File: src/design/bfdh_pkg.sv
// bfdh_pkg: shared types and constants for the double-hash bloom filter
// no dependencies; imported by bfdh_front, bfdh_mod, bfdh_back and the top level

package bfdh_pkg;

	localparam int HashW    = 64;
	localparam int WordW    = 64;
	localparam int IdxW     = 8;
	localparam int KindW    = 2;
	localparam int HalfW    = 32;
	localparam int BitSelW  = 6;
	// quotient bits of a probe index after the bit select is split off
	localparam int QuotW    = HalfW - BitSelW;
	// remainder unit retires this many quotient bits per cycle
	localparam int ModSteps = 2;
	localparam int ModCycles = QuotW / ModSteps;
	localparam int ModCntW  = $clog2(ModCycles + 1);
	localparam int CfgDataW = 9;
	localparam int WordsCfgW = 9;
	localparam int ProbesCfgW = 6;

	// operation codes
	localparam logic [KindW-1:0] KIND_ADD   = 2'd0;
	localparam logic [KindW-1:0] KIND_QUERY = 2'd1;
	localparam logic [KindW-1:0] KIND_LOAD  = 2'd2;
	localparam logic [KindW-1:0] KIND_READ  = 2'd3;

	// configuration register indexes
	localparam logic CFG_WORDS  = 1'b0;
	localparam logic CFG_PROBES = 1'b1;

	localparam logic [WordsCfgW-1:0]  WORDS_RESET  = 9'd256;
	localparam logic [ProbesCfgW-1:0] PROBES_RESET = 6'd4;

	// one queued command
	typedef struct packed {
		logic [KindW-1:0] kind;
		logic [HashW-1:0] hash;
		logic [IdxW-1:0]  widx;
		logic [WordW-1:0] wdata;
		logic             in_range;
	} cmd_t;

endpackage

File: src/design/bfdh_front.sv
// bfdh_front: accepts commands, tags word accesses with their range check,
// and holds them in a two-entry queue; depends on bfdh_pkg

module bfdh_front #(
	parameter int WW = 9
) (
	input  logic           clk,
	input  logic           arst_n,
	input  logic           push,
	input  bfdh_pkg::cmd_t in_cmd,
	input  logic [WW-1:0]  nw,
	output logic           full,
	output bfdh_pkg::cmd_t out_cmd,
	output logic           out_valid,
	input  logic           out_pop
);
	import bfdh_pkg::*;

	cmd_t       slot_q [2];
	logic       wp_q;
	logic       rp_q;
	logic [1:0] cnt_q;
	cmd_t       tagged_cmd;

	// classify: word access inside the words in use
	always_comb begin
		tagged_cmd = in_cmd;
		tagged_cmd.in_range = (32'(in_cmd.widx) < 32'(nw));
	end

	assign full      = (cnt_q == 2'd2);
	assign out_valid = (cnt_q != 2'd0);
	assign out_cmd   = slot_q[rp_q];

	// queue payload
	always_ff @(posedge clk) begin
		if (push) begin
			slot_q[wp_q] <= tagged_cmd;
		end
	end

	// queue pointers and fill count
	always_ff @(posedge clk or negedge arst_n) begin
		if (!arst_n) begin
			wp_q  <= 1'b0;
			rp_q  <= 1'b0;
			cnt_q <= 2'd0;
		end else begin
			if (push) begin
				wp_q <= ~wp_q;
			end
			if (out_pop) begin
				rp_q <= ~rp_q;
			end
			cnt_q <= cnt_q + 2'(push) - 2'(out_pop);
		end
	end

endmodule

File: config.mk
export PLATFORM = sky130hd
export DESIGN_NAME = bfdh_front
export DESIGN_NICKNAME = d
export VERILOG_FILES = /design/src/design/bfdh_pkg.sv /design/src/design/bfdh_front.sv
export SDC_FILE = /design/constraint.sdc
export NUM_CORES = 1
export LEC_CHECK = 0
export ABC_CLOCK_PERIOD_IN_PS = 14500
export BUFFER_PORTS_ARGS = -buffer_cell sky130_fd_sc_hd__buf_2
export CELL_PAD_IN_SITES_DETAIL_PLACEMENT = 1
export CELL_PAD_IN_SITES_GLOBAL_PLACEMENT = 2
export CORE_AREA = 2 2 185 151
export DETAILED_ROUTE_END_ITERATION = 8
export DIE_AREA = 0 0 187 153
export PLACE_DENSITY_LB_ADDON = 0.12
export REMOVE_ABC_BUFFERS = 1
export SETUP_SLACK_MARGIN = 0.02
export SYNTH_ARGS = -nofsm -noshare
export SYNTH_HDL_FRONTEND = slang
export SYNTH_SLANG_ARGS = --single-unit
File: constraint.sdc
create_clock -name clk -period 14.5 [get_ports clk]
set_input_delay 2.175 -clock clk [delete_from_list [all_inputs] [get_ports clk]]
set_output_delay 2.175 -clock clk [all_outputs]
set_load 0.05 [all_outputs]
== Yosys cells after proc, flatten, opt, wreduce, memory -nomap -nowiden ==
Memory sizes are Yosys's and may differ from the RTL's.
Index checks and enable logic that the tools add are counted.
Widths: inputs -> output; s select.

* Register bits: 4
* Bits in latches: 0
* RAM bits: 278
* Memory bits (read-only): 0
* Input bits: 152
* Output and inout bits: 141
* Word-level logic and storage cells: 13
* Memories: 1

* $add $sub $neg: 2
* Multiply operators: 0
* Div/mod/pow operators: 0
* Order comparisons: 1
* Eq/ne operators: 1
* Shift operators: 0
* Multiplexer cells: 2
* Bitwise operators: 2
* Reduce and logical (&&, ||, !) cells: 1

{| class="wikitable"
|+ Memories
! name !! words !! bits a word !! read ports !! clocked after Yosys merged registers in !! write ports !! line !! RTL
|-
| slot_q || 2 || 139 || 1 || 0 || 1 || bfdh_front.sv:19 || <nowiki>cmd_t slot_q [2];</nowiki>
|}

{| class="wikitable"
|+ Operators with widths
! kind !! count
|-
| $lt 8x9->1 || 1
|-
| $add 2x1->2 || 1
|-
| $eq 2x2->1 const B || 1
|-
| $mux 1 || 2
|-
| $not 1->1 || 2
|-
| $reduce_bool 2->1 || 1
|-
| $sub 2x1->2 || 1
|}

== Depth between registers and ports, before layout ==
* Depth in word-level cells: 2
* Mapped depth: 6
* Mapped depth without buffers: 6

== Worst setup path after synthesis ==
No wires, ideal clock.

* Path type: in2reg
* From: input push
* To: memory slot_q[0][0] (netlist name), enable pin
* Arrival: 8193 ps
* Data required time: 13844 ps
* Slack: 5651 ps
* Stages on the path: 1
* Cell sequence: nor2b_1

* Longest elaborated chain between the ends: 2

{| class="wikitable"
|+ Ends and longest elaborated chain
! element !! line !! RTL
|-
| start, declared || bfdh_front.sv:9 || <nowiki>input logic push,</nowiki>
|-
| $mux 1 || bfdh_front.sv:37 || <nowiki>if (push) begin</nowiki>
|-
| $mux 1 (not written as such) || bfdh_front.sv:38 || <nowiki>slot_q[wp_q] <= tagged_cmd;</nowiki>
|-
| end, declared || bfdh_front.sv:19 ||
|}

No other way between the ends.

==> flow_summary.toml <==
[yosys]
ys_top_cells_by_area = "edfxtp_1 (77%), mux2_4 (14%), mux2_2 (4.1%)"
yosysSeqAreaShare_pct = 78.1
yosysWarnings = 0
synth_top_cell_by_area = "edfxtp_1"
synthesis.instances = 475
synth.distinct_cells = 21
synth_top_area_share_pct = 77.2
syn_area_um2 = 10800
syn_area_per_cell_um2 = 22.8
synth-seq-cells = 282

[cts]
numCtsBuffers = 30
clk-insertion-delay-late_ns = 0.54
post_cts_buffers = 0
holdBufCountCts = 0
cts_root_buf = "clkbuf_16"
clkTransAtPathRegs_ns = 0.06
clockBufferDepth = 3
clock-sinks = 282
htree_num_levels = 1
cts_tree = "built"
cts-resized-gates = 0

[final_layout]
final_common_cell = "buf_2"
synthToLayoutAreaGrowth_pct = 24.8
post-route-util_pct = 50.3
fin_nets = 948
n_fill_cell = 2543
layout_common_cells = "buf_2 (291), edfxtp_1 (278), mux2_4 (100)"
drive_gt1_share_pct = 59.0

[sta]
slew-limit-headroom_pct = 26.4
worst_slew_pin_slew_ns = 1.10
final_max_slew_viol_count = 0
hold_viol = 0
fin_skew_ns = 0.0131
timing.hold.ws_ns = 0.554
setup_tns_ns = 0
fin_crit_ns = 5.22
grt_setup_unrepaired = "no"
max_freq_mhz = 192
finalCritPeriodShare_pct = 36.0
setup_violations = 0

[place]
gp_congestion = 0.734
place_hpwl_mm = 14.9
port_buffers = 291

[setup_path]
crit_end = "out_cmd[20]"
crit_chain = "buf_4 -> mux2_2 -> buf_2"
cp.depth = 3
cp-end-kind = "primary output"
worst_path_max_delay_cell = "buf_4"
worstSetupPathType = "reg2out"
crit_path_start = "rp_q"
reg2reg_depth = 2
worst_path_largest_cell_delay_ns = 0.92
cp.arrival_ns = 3.04
crit_required_ns = 12.32
critPathBufInv = 2
r2r_start = "wp_q"
rrSetupSlack_ns = 11.90
r2r_end = "slot_q[1][7]"
start_kind = "flip-flop"
crit_fanout = 57
crit_family = "buffers and inverters"

[route]
dr.first_iter.drc_count = 239
ant_nets = 0
drt-pass1-iter-count = 4
viasPerCell = 4.61
drc_errors = 0
wirelength_mm = 22.1
drt-wirelength-per-cell_um = 18.8
vias = 5427

[global_routing]
grt_max_degree = 78
antenna_found_initial = 8
grt_usage_pct = 15.2
overflow = 0
grt_pass1_wl_mm = 33.6
grt_pass1_vias = 5886

[power]
power_leakage_nw = 5.39
peakVddDrop_v = 0.000124
power_density_nw_per_um2 = 231

[outcome]
status = "finished, final reports clean"

[floorplan]
initial_core_util_pct = 40.3
dieArea_um2 = 28600
die_h_um = 153
core_um2 = 26800
io_pins = 293
num_rows = 54
die_w_um = 187

[flow_run]
max_cap_viol_count = 0

[worst_hold_path]
worstHoldPathType = "reg2reg"
## through the flow
| stage | area (µm²) | setup WS (ns) | instances | total power, mW |
|---|---|---|---|---|
| after floorplan | 10700 | 5.65 | 459 | 2.29 |
| after global placement | 12600 | 9.84 | 1119 | 2.46 |
| after detailed placement | 12600 | 9.80 | 1119 | 2.48 |
| after CTS | 13500 | 9.20 | 1172 | 3.17 |
| after global routing | 13500 | 9.12 | 1174 | 3.25 |
| final | 13500 | 9.28 | 1176 | 3.12 |
## cell usage after synthesis
cell / number
nor2_1: 2
nand2_1: 2
o32ai_1: 1
or2_2: 1
ha_1: 9
and2_1: 1
mux2_4: 100
buf_6: 11
buf_8: 1
a211oi_1: 1
nor2b_1: 3
edfxtp_1: 278
xor2_1: 2
dfrtp_1: 4
buf_2: 4
nand4b_1: 1
a21oi_1: 3
inv_1: 9
o21ai_0: 1
mux2_2: 39
xnor2_1: 2
## worst register-to-register path, delay by kind of cell, from the launching register on
kind,cells,cell delay (ns)
buffers and inverters,1,1.00
DFF,1,0.42
and+or+nand+nor,1,0.75
## final cells by class
cell class	count	area, µm²	share of cell area, %
timing repair buffer	296	1490	11.1
tap	364	455	3.37
multi-input combinational	168	2190	16.2
clock inverter	13	57.6	0.426
antenna	4	10.0	0.0741
inverter	9	33.8	0.250
sequential	282	8450	62.6
clock buffer	40	810	6.00
## logic make-up after synthesis
kind of cell / after synthesis / share of synthesized area [%]
DFF: 282 / 78.1
muxes: 139 / 17.9
buffers and inverters: 25 / 1.78
and+or+nand+nor: 10 / 0.509
adders and majority gates: 9 / 1.04
AOI/OAI and AO/OA: 6 / 0.335
xor gates and xnor gates: 4 / 0.324
## power breakdown
group / leakage [nW] / internal [mW] / switching [mW]
Clock: 0.429 / 0.387 / 0.289
Sequential: 2.65 / 1.09 / 0.0628
Combinational: 2.31 / 0.395 / 0.901
Total: 5.39 / 1.87 / 1.25
## metal layers
metal | up-vias | part of all wire, % | global-route usage [%] | wire length (µm)
met5 | - | 0.22 | 0 | 49
met4 | 8 | 2.4 | 4.04 | 522
met3 | 40 | 8.8 | 6.08 | 1940
met2 | 198 | 48 | 24.5 | 10500
met1 | 2681 | 41 | 19.1 | 9060
li1 | 2500 | - | - | -
## worst min path at each step
stage | cells past startpoint | startpoint | endpoint
finish | 1 | wp_q | wp_q
detailed placement | 1 | wp_q | wp_q
global placement | 1 | wp_q | wp_q
CTS | 1 | wp_q | wp_q
global route | 1 | wp_q | wp_q
floorplan | 1 | wp_q | wp_q
## flip-flops by register name, summed over array words and instances, names as in the netlist
signal,flops
slot_q,278
cnt_q,2
rp_q,1
wp_q,1
(Power assumes the default switching activity.)
